===== config.mk =====
export PLATFORM = sky130hd
export DESIGN_NAME = wilder_smoothing_average_core
export DESIGN_NICKNAME = d
export VERILOG_FILES = /design/src/hdl/wsa_pkg.sv /design/src/hdl/wsa_mul.sv /design/src/hdl/wsa_div.sv /design/src/hdl/wilder_smoothing_average_core.sv
export VERILOG_INCLUDE_DIRS = /design/src /design/src/hdl
export SDC_FILE = /design/constraint.sdc
export NUM_CORES = 1
export LEC_CHECK = 0
export ABC_AREA = 1
export BUFFER_PORTS_ARGS = -buffer_cell sky130_fd_sc_hd__buf_4
export CAP_MARGIN = 30
export CORE_ASPECT_RATIO = 0.75
export CORE_MARGIN = 5
export CORE_UTILIZATION = 25
export CTS_CLUSTER_SIZE = 24
export DETAILED_ROUTE_END_ITERATION = 8
export PLACE_DENSITY = 0.46
export REMOVE_ABC_BUFFERS = 1
export SYNTH_ARGS = -nofsm -noshare
export SYNTH_HDL_FRONTEND = slang
export SYNTH_SLANG_ARGS = --single-unit

===== constraint.sdc =====
create_clock -name clk -period 5.2 [get_ports clk]
set_input_delay 0.26 -clock clk [delete_from_list [all_inputs] [get_ports clk]]
set_output_delay 0.26 -clock clk [all_outputs]
set_load 0.01 [all_outputs]

===== src/hdl/assert_macros.svh =====
// assertion macros used by the wilder smoothing average core
`ifndef ASSERT_MACROS_SVH
`define ASSERT_MACROS_SVH
`ifndef SYNTHESIS
`define ASSERT_IMPLY(lbl, clk, rst_n, ante, cons) \
  lbl: assert property (@(posedge clk) disable iff (!rst_n) (ante) |-> (cons)) \
    else $error("assertion failed");
`define ASSERT_NEXT(lbl, clk, rst_n, ante, cons) \
  lbl: assert property (@(posedge clk) disable iff (!rst_n) (ante) |=> (cons)) \
    else $error("assertion failed");
`else
`define ASSERT_IMPLY(lbl, clk, rst_n, ante, cons)
`define ASSERT_NEXT(lbl, clk, rst_n, ante, cons)
`endif
`endif


===== src/hdl/wsa_pkg.sv =====
// package with types and constants of the wilder smoothing average core
package wsa_pkg;

  localparam int DATA_W = 32;
  localparam int CFG_W  = 11;
  localparam logic [CFG_W-1:0] PERIOD_RST = 11'd14;

  typedef enum logic [1:0] {
    ST_IDLE,
    ST_MUL,
    ST_DIV,
    ST_OUT
  } state_t;

endpackage


===== src/hdl/wsa_mul.sv =====
// bit-serial shift-add multiplier, one multiplier bit per cycle, plus addend
module wsa_mul
  import wsa_pkg::*;
#(
  parameter int PW = 11,
  parameter int NW = 43
) (
  input  logic                     clk,
  input  logic                     rst_n,
  input  logic                     start,
  input  logic signed [DATA_W-1:0] mcand,
  input  logic        [PW-1:0]     mplier,
  input  logic signed [DATA_W-1:0] addend,
  output logic signed [NW-1:0]     product,
  output logic                     done
);

  localparam int CNTW = $clog2(PW + 1);

  logic              busy_r;
  logic              done_r;
  logic [CNTW-1:0]   cnt_r;
  logic [NW-1:0]     acc_r;
  logic [NW-1:0]     mcand_r;
  logic [PW-1:0]     mplier_r;
  logic [NW-1:0]     acc_nxt;

  // add the shifted multiplicand when the current multiplier bit is set
  assign acc_nxt = mplier_r[0] ? acc_r + mcand_r : acc_r;

  always_ff @(posedge clk) begin
    if (!rst_n) begin
      busy_r <= 1'b0;
      done_r <= 1'b0;
      cnt_r  <= '0;
    end else begin
      done_r <= 1'b0;
      if (start) begin
        busy_r <= 1'b1;
        cnt_r  <= CNTW'(PW);
      end else if (busy_r) begin
        cnt_r <= cnt_r - 1'b1;
        if (cnt_r == CNTW'(1)) begin
          busy_r <= 1'b0;
          done_r <= 1'b1;
        end
      end
    end
  end

  always_ff @(posedge clk) begin
    if (start) begin
      acc_r    <= {{(NW-DATA_W){addend[DATA_W-1]}}, addend};
      mcand_r  <= {{(NW-DATA_W){mcand[DATA_W-1]}}, mcand};
      mplier_r <= mplier;
    end else if (busy_r) begin
      acc_r    <= acc_nxt;
      mcand_r  <= {mcand_r[NW-2:0], 1'b0};
      mplier_r <= {1'b0, mplier_r[PW-1:1]};
    end
  end

  assign product = signed'(acc_r);
  assign done    = done_r;

endmodule


===== src/hdl/wsa_div.sv =====
// bit-serial restoring divider, one quotient bit per cycle, truncates toward zero
module wsa_div
  import wsa_pkg::*;
#(
  parameter int PW = 11,
  parameter int NW = 43
) (
  input  logic                     clk,
  input  logic                     rst_n,
  input  logic                     start,
  input  logic signed [NW-1:0]     dividend,
  input  logic        [PW-1:0]     divisor,
  output logic signed [DATA_W-1:0] quot,
  output logic                     done
);

  localparam int CNTW = $clog2(NW + 1);

  logic            busy_r;
  logic            done_r;
  logic [CNTW-1:0] cnt_r;
  logic            neg_r;
  logic [NW-1:0]   q_r;
  logic [PW-1:0]   rem_r;
  logic [PW-1:0]   dvs_r;
  logic [PW:0]     trial;
  logic            qbit;
  logic [PW-1:0]   rem_nxt;
  logic [NW-1:0]   mag;
  logic [PW:0]     diff;

  assign mag   = dividend[NW-1] ? NW'(-dividend) : NW'(dividend);
  assign trial = {rem_r, q_r[NW-1]};
  assign diff  = trial - {1'b0, dvs_r};
  assign qbit  = (trial >= {1'b0, dvs_r});
  assign rem_nxt = qbit ? diff[PW-1:0] : trial[PW-1:0];

  always_ff @(posedge clk) begin
    if (!rst_n) begin
      busy_r <= 1'b0;
      done_r <= 1'b0;
      cnt_r  <= '0;
    end else begin
      done_r <= 1'b0;
      if (start) begin
        busy_r <= 1'b1;
        cnt_r  <= CNTW'(NW);
      end else if (busy_r) begin
        cnt_r <= cnt_r - 1'b1;
        if (cnt_r == CNTW'(1)) begin
          busy_r <= 1'b0;
          done_r <= 1'b1;
        end
      end
    end
  end

  always_ff @(posedge clk) begin
    if (start) begin
      neg_r <= dividend[NW-1];
      q_r   <= mag;
      rem_r <= '0;
      dvs_r <= divisor;
    end else if (busy_r) begin
      q_r   <= {q_r[NW-2:0], qbit};
      rem_r <= rem_nxt;
    end
  end

  // quotient magnitude never exceeds 2^31, so 32 bits carry the signed result
  assign quot = neg_r ? signed'(-q_r[DATA_W-1:0]) : signed'(q_r[DATA_W-1:0]);
  assign done = done_r;

endmodule


===== src/hdl/wilder_smoothing_average_core.sv =====
// wilder smoothed moving average: warm-up sum, seed mean and serial smoothing
// warm-up samples give no result; a seed runs the sum through the divider and a
// smoothed sample runs through the bit-serial multiplier and then the
// one-bit-per-cycle divider (PW = clog2(MAX_PERIOD+1), NW = 32+PW); one
// request in flight at a time
// reset (rst_n low, synchronous) clears the series state and sets period to 14
`include "assert_macros.svh"
module wilder_smoothing_average_core
  import wsa_pkg::*;
#(
  parameter int MAX_PERIOD = 1024
) (
  input  logic              clk,
  input  logic              rst_n,
  // configuration: period
  input  logic              cfg_wen,
  input  logic [CFG_W-1:0]  cfg_wdata,
  // input requests
  input  logic              in_tvalid,
  output logic              in_tready,
  input  logic [DATA_W-1:0] in_tdata,   // [31:0] sample
  input  logic              in_tuser,   // [0] restart
  // results
  output logic              out_tvalid,
  input  logic              out_tready,
  output logic [DATA_W-1:0] out_tdata,  // [31:0] average
  output logic              out_tuser   // [0] is_seed
);

  // period width, working numerator width and config compare width
  localparam int PW = $clog2(MAX_PERIOD + 1);
  localparam int NW = DATA_W + PW;
  localparam int CW = (PW > CFG_W) ? PW : CFG_W;
  localparam logic [CW-1:0] MAXV = CW'(MAX_PERIOD);

  state_t                    state_r, state_nxt;
  logic [CFG_W-1:0]          period_r;
  logic [PW-1:0]             cnt_r, cnt_nxt;
  logic signed [NW-1:0]      sum_r, sum_nxt;
  logic signed [DATA_W-1:0]  prev_r, prev_nxt;
  logic                      seed_r, seed_nxt;
  logic                      out_tvalid_r, out_tvalid_nxt;
  logic [DATA_W-1:0]         out_avg_r;
  logic                      out_seed_r;

  logic [CW-1:0]             period_ext;
  logic [PW-1:0]             p_eff;
  logic                      accept;
  logic [PW-1:0]             cnt_base;
  logic signed [NW-1:0]      sum_base;
  logic signed [NW-1:0]      sample_ext;
  logic                      out_free;
  logic                      load_out;

  logic                      mul_start, mul_done;
  logic signed [NW-1:0]      mul_prod;
  logic                      div_start, div_done;
  logic signed [NW-1:0]      div_num;
  logic signed [DATA_W-1:0]  div_quot;

  // effective period: zero acts as one, large values clamp to MAX_PERIOD
  assign period_ext = CW'(period_r);
  always_comb begin
    if (period_ext == '0) begin
      p_eff = PW'(1);
    end else if (period_ext > MAXV) begin
      p_eff = PW'(MAX_PERIOD);
    end else begin
      p_eff = period_ext[PW-1:0];
    end
  end

  assign in_tready  = (state_r == ST_IDLE);
  assign accept     = in_tvalid && in_tready;
  assign out_free   = !out_tvalid_r || out_tready;

  // restart clears the warm-up before the sample is counted
  assign cnt_base   = in_tuser ? '0 : cnt_r;
  assign sum_base   = in_tuser ? '0 : sum_r;
  assign sample_ext = {{(NW-DATA_W){in_tdata[DATA_W-1]}}, in_tdata};

  // sequencer: warm-up is summed in ST_IDLE, seed goes straight to the divider,
  // smoothing runs prev*(p-1)+x through the multiplier first
  always_comb begin
    state_nxt = state_r;
    cnt_nxt   = cnt_r;
    sum_nxt   = sum_r;
    prev_nxt  = prev_r;
    seed_nxt  = seed_r;
    mul_start = 1'b0;
    div_start = 1'b0;
    div_num   = mul_prod;
    load_out  = 1'b0;
    case (state_r)
      ST_IDLE: begin
        if (accept) begin
          if (cnt_base < p_eff) begin
            sum_nxt = sum_base + sample_ext;
            cnt_nxt = cnt_base + 1'b1;
            if (cnt_nxt == p_eff) begin
              // last warm-up sample: plain mean is the seed
              div_start = 1'b1;
              div_num   = sum_nxt;
              seed_nxt  = 1'b1;
              state_nxt = ST_DIV;
            end
          end else begin
            cnt_nxt   = p_eff;
            sum_nxt   = sum_base;
            mul_start = 1'b1;
            seed_nxt  = 1'b0;
            state_nxt = ST_MUL;
          end
        end
      end
      ST_MUL: begin
        if (mul_done) begin
          div_start = 1'b1;
          state_nxt = ST_DIV;
        end
      end
      ST_DIV: begin
        if (div_done) begin
          state_nxt = ST_OUT;
        end
      end
      ST_OUT: begin
        // wait for the output register to drain, then hand the result over
        if (out_free) begin
          load_out  = 1'b1;
          prev_nxt  = div_quot;
          state_nxt = ST_IDLE;
        end
      end
      default: begin
        state_nxt = ST_IDLE;
      end
    endcase
  end

  // output register keeps the finished result while the next sample is taken
  always_comb begin
    out_tvalid_nxt = out_tvalid_r && !out_tready;
    if (load_out) begin
      out_tvalid_nxt = 1'b1;
    end
  end

  always_ff @(posedge clk) begin
    if (!rst_n) begin
      state_r      <= ST_IDLE;
      period_r     <= PERIOD_RST;
      cnt_r        <= '0;
      sum_r        <= '0;
      prev_r       <= '0;
      seed_r       <= 1'b0;
      out_tvalid_r <= 1'b0;
    end else begin
      state_r      <= state_nxt;
      cnt_r        <= cnt_nxt;
      sum_r        <= sum_nxt;
      prev_r       <= prev_nxt;
      seed_r       <= seed_nxt;
      out_tvalid_r <= out_tvalid_nxt;
      if (cfg_wen) begin
        period_r <= cfg_wdata;
      end
    end
  end

  always_ff @(posedge clk) begin
    if (load_out) begin
      out_avg_r  <= div_quot;
      out_seed_r <= seed_r;
    end
  end

  wsa_mul #(
    .PW (PW),
    .NW (NW)
  ) u_mul (
    .clk     (clk),
    .rst_n   (rst_n),
    .start   (mul_start),
    .mcand   (prev_r),
    .mplier  (p_eff - 1'b1),
    .addend  (signed'(in_tdata)),
    .product (mul_prod),
    .done    (mul_done)
  );

  wsa_div #(
    .PW (PW),
    .NW (NW)
  ) u_div (
    .clk      (clk),
    .rst_n    (rst_n),
    .start    (div_start),
    .dividend (div_num),
    .divisor  (p_eff),
    .quot     (div_quot),
    .done     (div_done)
  );

  assign out_tvalid = out_tvalid_r;
  assign out_tdata  = out_avg_r;
  assign out_tuser  = out_seed_r;

  `ASSERT_IMPLY(a_mul_done_in_mul, clk, rst_n, mul_done, state_r == ST_MUL)
  `ASSERT_IMPLY(a_div_done_in_div, clk, rst_n, div_done, state_r == ST_DIV)
  `ASSERT_NEXT(a_result_loaded, clk, rst_n, load_out, out_tvalid_r && out_avg_r == $past(div_quot))

endmodule

# Word-level counts from Yosys, hierarchy flattened
# Index checks and enable logic that the tools add are counted.
[word_totals]
ff_bits = 311
input_bits = 49
elab_cells = 124
[classes]
addsub = 9
n_lt_le_gt_ge = 3
n_eq_ne = 12
n_mux = 54
bitwise_logic = 3
n_reduce_logical = 19
[op_table]
columns = ["op", "n"]
rows = [
  ["two-way mux 43 bit", 14],
  ["two-way mux 11 bit", 7],
  ["adder 43 x 32 -> 43 bit", 1],
  ["adder 43 bit", 1],
  ["negator 43 bit", 1],
  ["two-way mux 32 bit", 1],
  ["negator 32 bit", 1],
  ["two-way mux 1 bit", 20],
  ["greater-or-equal comparator 12 x 11 -> 1 bit", 1],
  ["two-way mux 2 bit", 6],
  ["two-way mux 6 bit", 2],
  ["adder 11 x 1 -> 11 bit (second input constant)", 1],
  ["== test 11 bit", 1],
  ["greater-than comparator 11 bit (second input constant)", 1],
  ["logical NOT 11 bit", 1],
  ["less-than comparator 11 bit", 1],
  ["subtractor 11 x 1 -> 11 bit (second input constant)", 1],
  ["subtractor 11 bit", 1],
  ["two-way mux 4 bit", 2],
  ["inequality test 2 x 1 -> 1 bit (second input constant)", 4],
  ["case mux 2 bit (4 select lines)", 1],
  ["== test 6 x 1 -> 1 bit (second input constant)", 1],
  ["AND reduction 2 bit", 3],
  ["nonzero test 2 bit", 3],
  ["other kinds (17)", 24],
]

# Depth between registers and ports, before layout
# Gate-level depths: netlist (run 1).
[depth]
ltp_word = 11
ltp_mapped = 31
mapped_depth_nobuf = 28

# Modules after synthesis
# A second synthesis (run 1) with hierarchy kept.
[unflattened]
cells_unflattened = 3407
hier_area_um2 = 22943.3
[by_module_without_submodules]
columns = ["mod", "n_inst", "cells_per_inst", "area_per_inst_um2"]
rows = [
  ["wilder_smoothing_average_core", 1, 1496, 9574.2],
  ["wsa_mul", 1, 1115, 7643.6],
  ["wsa_div", 1, 796, 5725.5],
]

# Least setup slack after synthesis (run 1)
# Ideal clock, no wire load.
[synth_timing]
kind = "input to register"
start = "in in_tuser"
end = "reg u_div.cnt_r[1]"
arrival_ps = 4140
t_required_ps = 5076
slack_ps = 936
path_stages = 23
path_cell_list = "buf_2 -> clkbuf_1 -> clkbuf_1 -> nor2_1 -> ha_1 -> nand3_1 -> nor2_2 -> nand2_1 -> nand2_1 -> nand2_1 -> nand2_1 -> nand2_1 -> inv_2 -> nand3_1 -> nor2_2 -> nand3_4 -> buf_2 -> nand2_1 -> inv_1 -> clkbuf_1 -> nand2_1 -> o211ai_1 -> inv_1"
[synth_via]
elab_chain_cells = 8
word_cells_on_any_way = 10
cone_classes = "add/sub: 1; order compare: 1; eq/ne: 1; mux: 6; reduce/logical: 1"
[synth_rtl]
columns = ["element", "line_no", "source"]
rows = [
  ["from (decl)", "wilder_smoothing_average_core.sv:22", "input logic in_tuser,"],
  ["two-way mux 11 bit (*)", "wilder_smoothing_average_core.sv:78", "assign cnt_base = in_tuser ? '0 : cnt_r;"],
  ["adder 11 x 1 -> 11 bit", "wilder_smoothing_average_core.sv:99", "cnt_nxt = cnt_base + 1'b1;"],
  ["== test 11 bit", "wilder_smoothing_average_core.sv:100", "if (cnt_nxt == p_eff) begin"],
  ["two-way mux 1 bit", "wilder_smoothing_average_core.sv:100", ""],
  ["two-way mux 1 bit (*)", "wilder_smoothing_average_core.sv:97", "if (cnt_base < p_eff) begin"],
  ["two-way mux 1 bit (*)", "wilder_smoothing_average_core.sv:96", "if (accept) begin"],
  ["case mux 1 bit (2 select lines) (*)", "wilder_smoothing_average_core.sv:94", "case (state_r)"],
  ["two-way mux 6 bit or nonzero test 2 bit (tied branches)", "-", ""],
  ["to (signal assigned)", "wsa_div.sv:47", "cnt_r <= CNTW'(NW);"],
  ["to (signal assigned)", "wsa_div.sv:49", "cnt_r <= cnt_r - 1'b1;"],
  ["to (decl)", "wsa_div.sv:21", "logic [CNTW-1:0] cnt_r;"],
]
# Every way passes the cells marked *; elsewhere a longest branch is shown, timed or not.
# A chain may end at the register's enable or synchronous reset.

# Worst setup path in the final report (run 1)
[layout_timing]
start = "reg period_r[1], in the netlist period_ext[1]"
end = "reg u_div.q_r[26] (data pin)"
[layout_via]
elab_chain_cells = 11
word_cells_on_any_way = 17
cone_classes = "add/sub: 1; order compare: 2; eq/ne: 1; mux: 12; reduce/logical: 1"
[layout_rtl]
columns = ["element", "line_no", "source"]
rows = [
  ["from (decl)", "wilder_smoothing_average_core.sv:37", "logic [CFG_W-1:0] period_r;"],
  ["from (signal assigned)", "wilder_smoothing_average_core.sv:166", "period_r <= cfg_wdata;"],
  ["greater-than comparator 11 bit", "wilder_smoothing_average_core.sv:66", "end else if (period_ext > MAXV) begin"],
  ["two-way mux 11 bit", "wilder_smoothing_average_core.sv:66", ""],
  ["two-way mux 11 bit (*)", "wilder_smoothing_average_core.sv:64", "if (period_ext == '0) begin"],
  ["parallel branches: the longest is 7 deep, another holds negator 43 bit", "-", ""],
  ["two-way mux 43 bit (*)", "wsa_div.sv:59", "if (start) begin"],
  ["to (signal assigned)", "wsa_div.sv:61", "q_r <= mag;"],
  ["to (signal assigned)", "wsa_div.sv:65", "q_r <= {q_r[NW-2:0], qbit};"],
  ["to (decl)", "wsa_div.sv:23", "logic [NW-1:0] q_r;"],
]
# Mark *: on every way between the ends.

==> metrics.md, run 1 <==
| Metric | Value |
|---|---|
| Outcome | finished, final reports clean |
| Synth top area share | 25.02% |
| GPL Wtd Cong | 0.9538 |
| Worst path required time | 5490 ps |
| Relative slew slack | 45.71% |
| DP Area | 24200 um^2 |
| Hold-fix buffers, CTS | 23 |
| Non-Filler Instances | 4478 |
| Final instance area | 25570 um^2 |
| Worst Setup End Kind | flip-flop |
| Ant diodes | 0 |
| Clk buf depth | 3 |
| Final wirelength | 81070 um |
| Vias in the first global route | 19370 |
| Seq/Total Area, Yosys | 36.38% |
| Leak | 11.57 nW |
| Vias per std cell | 4.682 |
| Gate power share | 15.0% |
| Hold Fails Final Rpt | 0 |
| Area leader, netlist | edfxtp_1 |
| Share of cells above drive strength 1 | 6.765% |
| Area Growth Syn to Fin | 15.16% |
| Actual slew at the worst max-slew pin | 813.5 ps |
| Clock power share | 41.1% |
| Tmin final | 4561 ps |
| Library cells used by synthesis | 53 |
| Die area | 94940 um^2 |
| Root buffer cell | clkbuf_16 |
| Mapped Cells | 3214 |
| Sequential power share | 43.9% |
| Initial drt markers | 2247 |
| Sw power | 1.785 mW |
| Row count | 94 |
| Worst r2r src | period_ext[1] |
| Largest net degree at the start of global routing | 83 |
| Area contributors post-synth | edfxtp_1 (25%), nand2_1 (15%), dfxtp_1 (11%) |
| R2r endpoint | u_div.q_r[26] |
| Reg2reg setup slack | 640 ps |
| Most common cell in the netlist | nand2_1 |
| Post-DP HPWL | 64300 um |
| DRC errors left | 0 |
| Post-DRT Antenna Nets | 0 |
| Final Setup Violations | 0 |
| CP startpoint kind | flip-flop |
| Worst IR drop on VDD | 0.1695 mV |
| Crit-path max FO | 82 |
| Hold worst-path end | u_mul.product[21] |
| Critical path class | flip-flop to flip-flop |
| Vias post-DR | 20970 |
| Core area | 87860 um^2 |
| Asr flop ratio synth | 0% |
| Worst R2R Path Depth | 24 |
| Die Ht | 268.1 um |
| CTS tree | yes |
| Inst Count DP | 4390 |
| Hold_sp | in_tdata[21] |
| Maximum achievable frequency | 219.3 MHz |
| IO Port Bufs | 83 |
| Clock latency at the later pin of the worst-skew pair | 570 ps |
| Initial DRT Pass Iterations | 5 |
| RSZ-0062 raised after global routing | false |
| Max-cap viol count | 0 |
| Post-Syn Area per Cell | 6.909 um^2 |
| Nets | 3469 |
| Worst hold-check path type | input port to flip-flop |
| Post-synth EDFFs | 185 |
| GRT Total Usage | 16.54% |
| Initial antenna violation count | 1 |
| Cell depth of the worst hold path | 3 |
| Final Cycle Share | 87.70% |
| Max-slew violation count | 0 |
| CP arrival | 4860 ps |
| PwrDens | 241.2 nW/um^2 |
| Yosys reg bits | 311 |
| Grt ovf | 0 |
| Clock transition at the registers of the reported paths | 70 ps |
| Setup Total Neg Slack | 0 ps |
| Final Skew | 15.61 ps |
| Global-route wire length before repair | 121500 um |
| Initial core utilization | 25.27% |
| Switching share of power | 28.94% |
| YS warnings | 0 |
| Post-CTS sizing | 0 |
| Most instantiated cells after synthesis | nand2_1 (912), inv_1 (421), nor2_1 (358) |
| H-tree depth | 2 |
| Synthesized area | 22210 um^2 |
| Number of top-level pins | 84 |
| CTS sink count | 311 |
| Power Internal | 4.383 mW |
| Post-CTS setup buffer count | 0 |
| Main synth FF type | edfxtp_1 |
| Die Wd | 354.1 um |
| TritonCTS Buffers | 36 |
| Avg WL per Cell | 18.10 um |
flip-flops by register name, summed over array words and instances, names as in the netlist:
name	count
sum_r	43
u_div.q_r	43
u_mul.mcand_r	43
u_mul.product	43
out_tdata	32
prev_r	32
cnt_r	11
period_ext	11
u_div.dvs_r	11
u_div.rem_r	11
u_mul.mplier_r	11
u_div.cnt_r	6
u_mul.cnt_r	4
state_r	2
out_tuser	1
out_tvalid	1
seed_r	1
u_div.busy_r	1
u_div.done	1
u_div.neg_r	1
u_mul.busy_r	1
u_mul.done	1
through the flow:
stage               setup WS [ps]  power [mW]  hold slack [ps]  util (%)
global placement            327.7       3.672            442.6     27.55
floorplan                   -4079       3.314            357.6         -
finish                      639.4       6.168            15.74     29.11
detailed placement          346.6       3.667            447.7     27.55
CTS                         692.7       6.243           0.8866     29.11
global route                250.3       6.462            15.50     29.11
routing by layer:
metal	part of all wire (%)	track usage (%)	vias to the layer above	wire, um
li1	-	-	10670	-
met1	51	24.98	9686	40950
met2	42	24.95	539	33640
met3	6.5	2.755	68	5261
met4	1.5	3.013	2	1204
met5	0.016	0	-	13
worst max-delay path, cell delays in order (launching register included):
cell	delay [ps]
dfxtp_1	340
nor2_1	130
nand3_1	140
o21ai_4	260
nand2_2	190
ha_1	340
nand2_1	70
o21ai_0	180
nand3_1	100
nand2_1	210
nor2_4	130
nand3_4	120
buf_12	300
nand2_1	100
nand2_1	140
ha_1	200
nand2_1	70
nor2_2	170
nand2_1	120
nor2_1	260
nand3_1	240
nand2_1	170
nand2_1	70
nand3_1	100
o21ai_1	80
worst max path at each step:
stage / start / to / slack (ps)
6_report: period_ext[1] / u_div.q_r[26] / 640
5_1_grt: period_ext[1] / u_div.q_r[34] / 250
4_1_cts: period_ext[8] / u_div.q_r[26] / 690
3_5_place_dp: in_tuser / u_div.q_r[28] / 350
3_3_place_gp: in_tuser / u_div.q_r[39] / 330
2_1_floorplan: period_ext[1] / u_div.q_r[0] / -4080
cell type report:
| class | count | area, um^2 |
|---|---|---|
| multi-input cells | 2373 | 12110 |
| fillers | 9705 | 62280 |
| inverters | 433 | 1627 |
| repair buffers | 144 | 1176 |
| flip-flops and latches | 311 | 8078 |
| clock buffers | 53 | 1067 |
| clock inverters | 12 | 70.07 |
| well taps | 1152 | 1441 |
cells by family after synthesis:
logic type               count (synthesis)  synth area share, %
AND/OR/NAND/NOR                       1562                28.70
AO/OA/AOI/OAI                          570                14.08
buffers and inverters                  530                9.196
flip-flops                             311                36.38
adder cells (fa/ha/maj)                121                6.920
XOR/XNOR                               120                4.733
power groups by stage:
stage                     Sequential (mW)  Clock [mW]  Combinational [mW]
after floorplan                      2.74           0               0.571
after global placement               2.76           0               0.914
after detailed placement             2.76           0               0.909
after CTS                            2.71        2.61               0.928
after global routing                 2.71        2.72                1.03
final                                2.71        2.54               0.927
cell usage in the layout, fill, tap and decap left out, drive strengths merged, types with 2 or more instances in the layout:
master / count
nand2: 918
inv: 432
nor2: 367
o21ai: 245
a21oi: 221
edfxtp: 185
nand3: 178
dfxtp: 126
buf: 121
ha: 118
xor2: 83
clkbuf: 53
nand4: 45
xnor2: 37
nor3: 25
a31oi: 23
dlygate4sd3: 23
o21bai: 14
o21a: 12
clkinv: 11
o22ai: 10
or2: 10
o211ai: 8
a221oi: 8
nand3b: 7
a21o: 6
o31ai: 5
a211oi: 5
nor4: 4
and3: 4
o2111ai: 3
o221ai: 3
fa: 3
nand2b: 2
a31o: 2
clkinvlp: 2
Power figures use the tool's default switching activity.
==> run 2: changes to the inputs <==
- ABC_AREA: 1 -> unset
- SYNTH_HIERARCHICAL: unset -> 1
==> run 2 against run 1 <==
  * Die area is 5.7% lower
  * Synthesized area is 5.9% lower
  * Sequential power is 30% higher
  * Final area is 0.21% higher
==> metrics.md, run 2 <==
| Metric | Value |
|---|---|
| Synth Area in Compound Gates | 20.89% (+6.8 points) |
| R2r endpoint | u_div/q_r[36] |
| Main synth FF type | edfxtp_1 |
| Synthesized area | 20900 um^2 (-5.9%) |
| Mapped Cells | 2291 (-29%) |
| Design Power | 11.33 mW (+84%) |
| Most common cell after layout, fill and taps aside | buf_4 |
| Pre-CTS WS | -239.5 ps (-586.1 ps) |
| Die Wd | 343.8 um (-2.9%) |
| Area Growth Syn to Fin | 22.64% |
| Reg2reg setup slack | 110 ps (-530 ps) |
| Worst r2r src | cnt_r[1] |
| Post-DRT Antenna Nets | 0 (unchanged) |
| Nets | 2661 (-23%) |
| Worst setup slack after layout | 107.8 ps (-531.7 ps) |
| Commonest cells after routing, fill and taps aside | buf_4 (235), nand2_1 (217), a21oi_1 (205) |
| Maximum achievable frequency | 196.4 MHz (-10%) |
| Gate power share | 44.0% (+29 points) |
| TritonCTS Buffers | 38 (+5.6%) |
| Worst IR drop on VDD | 0.2177 mV (+28%) |
| Non-Filler Instances | 3638 (-19%) |
| Max-slew violation count | 0 (unchanged) |
| Tmin final | 5092 ps (+531.7 ps) |
| Area contributors post-synth | edfxtp_1 (27%), dfxtp_1 (12%), ha_1 (7.1%) |
| Core area | 82550 um^2 (-6.0%) |
| Vias per std cell | 5.093 (+8.8%) |
| Share of cells above drive strength 1 | 17.85% (+11 points) |
| Vias post-DR | 18530 (-12%) |
| Hold Fails Final Rpt | 0 (unchanged) |
| Initial drt markers | 1472 (-34%) |
| Sequential cell area | 8080 um^2 (about the same) |
| Worst setup path startpoint | cnt_r[1] |
| Die area | 89520 um^2 (-5.7%) |
| Hold_sp | in_tdata[0] |
| Adder-cell share of the synthesized area | 7.353% (+0.43 points) |
| Area leader, netlist | edfxtp_1 |
| Most instantiated cells after synthesis | nand2_1 (221), a21oi_1 (206), edfxtp_1 (185) |
| Clock power share | 25.0% (-16 points) |
| Final Setup Violations | 0 (unchanged) |
| Post-Synth XOR/XNOR Area | 6.814% (+2.1 points) |
| Synth top area share | 26.59% (+1.6 points) |
| CP arrival | 5410 ps (+550 ps) |
| CP startpoint kind | flip-flop |
| Max-cap viol count | 0 (unchanged) |
| PwrDens | 442.0 nW/um^2 (+83%) |
| Largest family of logic cells by synthesized area | compound AO/OA/AOI/OAI gates |
| YS warnings | 6 (+6) |
| Setup Total Neg Slack | 0 ps (unchanged) |
| Final Cycle Share | 97.93% (+10 points) |
| Largest net degree at the start of global routing | 111 (+34%) |
| Final wirelength | 72280 um (-11%) |
| GRT Total Usage | 15.48% (-1.1 points) |
| Worst setup endpoint | u_div/q_r[36] |
| Worst Setup End Kind | flip-flop |
| Worst hold-check path type | input port to flip-flop |
| Post-Syn Area per Cell | 9.120 um^2 (+32%) |
| Clk buf depth | 3 (unchanged) |
| Sw power | 4.410 mW (+150%) |
| Multiplexer share of the synthesized area | 5.168% (+5.2 points) |
| Most common cell in the netlist | nand2_1 |
| Clock transition at the registers of the reported paths | 60 ps (about the same) |
| Vias in the first global route | 17610 (-9.1%) |
| Switching share of power | 38.93% (+10 points) |
| Multi-input gate area | 12190 um^2 (+0.60%) |
| Crit-path max FO | 6 (-93%) |
| Root buffer cell | clkbuf_16 |
| Relative slew slack | 38.44% (-7.3 points) |
| Post-DP HPWL | 54080 um (-16%) |
| Clock latency at the later pin of the worst-skew pair | 580 ps (about the same) |
| Avg WL per Cell | 19.87 um (+9.7%) |
| Leak | 9.740 nW (-16%) |
| Post-synth EDFFs | 185 (unchanged) |
| Grt ovf | 0 (unchanged) |
| Initial antenna violation count | 1 (unchanged) |
| Actual slew at the worst max-slew pin | 918.5 ps (+105.0 ps) |
| Post-Synth Simple-Gate Area | 17.10% (-12 points) |
| RSZ-0062 raised after global routing | true |
| Final core occ | 31.04% (+1.9 points) |
| IO Port Bufs | 83 (unchanged) |
| Die Ht | 260.4 um (-2.9%) |
| CTS tree | yes |
| Critical path class | flip-flop to flip-flop |
| Row count | 91 (-3.2%) |
| Seq/Total Area, Yosys | 38.66% (+2.3 points) |
| CTS sink count | 311 (unchanged) |
| Final Skew | 27.97 ps (+12.36 ps) |
| Initial core utilization | 25.31% (+0.038 points) |
| Global-route wire length before repair | 107900 um (-11%) |
| Worst path required time | 5520 ps (+30 ps) |
| Yosys reg bits | 311 (unchanged) |
| H-tree depth | 2 (unchanged) |
| Library cells used by synthesis | 106 (+100%) |
| Inst Count DP | 3521 (-20%) |
| GPL Wtd Cong | 0.9260 (-2.9%) |
| Worst R2R Path Depth | 18 (-25%) |
| Number of top-level pins | 84 (unchanged) |
| Power Internal | 6.917 mW (+58%) |
| Initial DRT Pass Iterations | 5 (unchanged) |
| Outcome | finished, final reports clean |
| Sequential power share | 31.0% (-13 points) |
| DRC errors left | 0 (unchanged) |
| Asr flop ratio synth | 0% (unchanged) |
| Fillers | 8668 (-11%) |
==> run 2: power by group through the flow <==
stage	clock network, mW	registers (mW)	logic (mW)
final	2.83	3.52	4.98
after global routing	3.02	3.56	5.45
after CTS	2.92	3.52	4.90
after detailed placement	0	3.56	4.84
after global placement	0	3.56	4.78
after floorplan	0	3.46	3.35
==> run 2: stage by stage <==
| stage | area [um^2] | hold WS [ps] |
|---|---|---|
| 2_1_floorplan | 20380 | 321.9 |
| 5_1_grt | 25620 | 23.50 |
| 3_3_place_gp | 23640 | 441.0 |
| 3_5_place_dp | 23640 | 445.8 |
| 4_1_cts | 25300 | 0.01688 |
| 6_report | 25630 | 31.61 |
==> run 2: logic make-up after synthesis <==
family                   Yosys count
flip-flops                       311
multiplexers                      97
AND/OR/NAND/NOR                  731
buffers and inverters            207
AO/OA/AOI/OAI                    663
adder cells (fa/ha/maj)          121
XOR/XNOR                         161
==> run 2: per-layer routing <==
metal	up-vias	wire length (um)	GRT usage (%)
met5	-	0	0
met4	0	1122	2.910
met3	72	4066	2.140
met2	557	31060	23.74
met1	9071	36030	23.25
li1	8828	-	-
==> run 2: layout make-up <==
cell class / instances / share of cell area, %
antenna: 1 / 0.009765
clock inverter: 17 / 0.6201
tap: 1116 / 5.449
inverter: 88 / 1.289
multi-input combinational: 1773 / 47.55
clock buffer: 53 / 4.536
timing repair buffer: 279 / 9.013
sequential: 311 / 31.53
==> run 2: worst min path at each step <==
stage / endpoint / depth (start not counted)
floorplan: period_ext[1] / 1
global placement: sum_r[23] / 2
detailed placement: prev_r[8] / 2
CTS: u_mul/product[12] / 3
global route: u_mul/product[7] / 3
finish: u_mul/product[0] / 2
==> run 2: repair_timing <==
action,4_1_cts,5_1_grt
setup buffers,0,11
endpoints found under the hold margin,30,0
resized for setup,11,40
hold buffers,30,0
endpoints found under the setup margin,25,27
cloned,1,1
pin swaps,0,8
==> run 2: critical path, cell delays in order (launching register included) <==
cell	delay (ps)
dfxtp_2	330
nor2b_4	150
ha_2	190
buf_4	140
nand3_1	140
mux2_4	350
o21bai_1	150
o2111ai_1	120
or4b_4	580
nor2_8	200
buf_4	130
mux2_1	330
or4_4	490
or4b_4	550
nor4_4	220
buf_4	190
a41oi_1	140
xor2_1	160
mux2_2	270
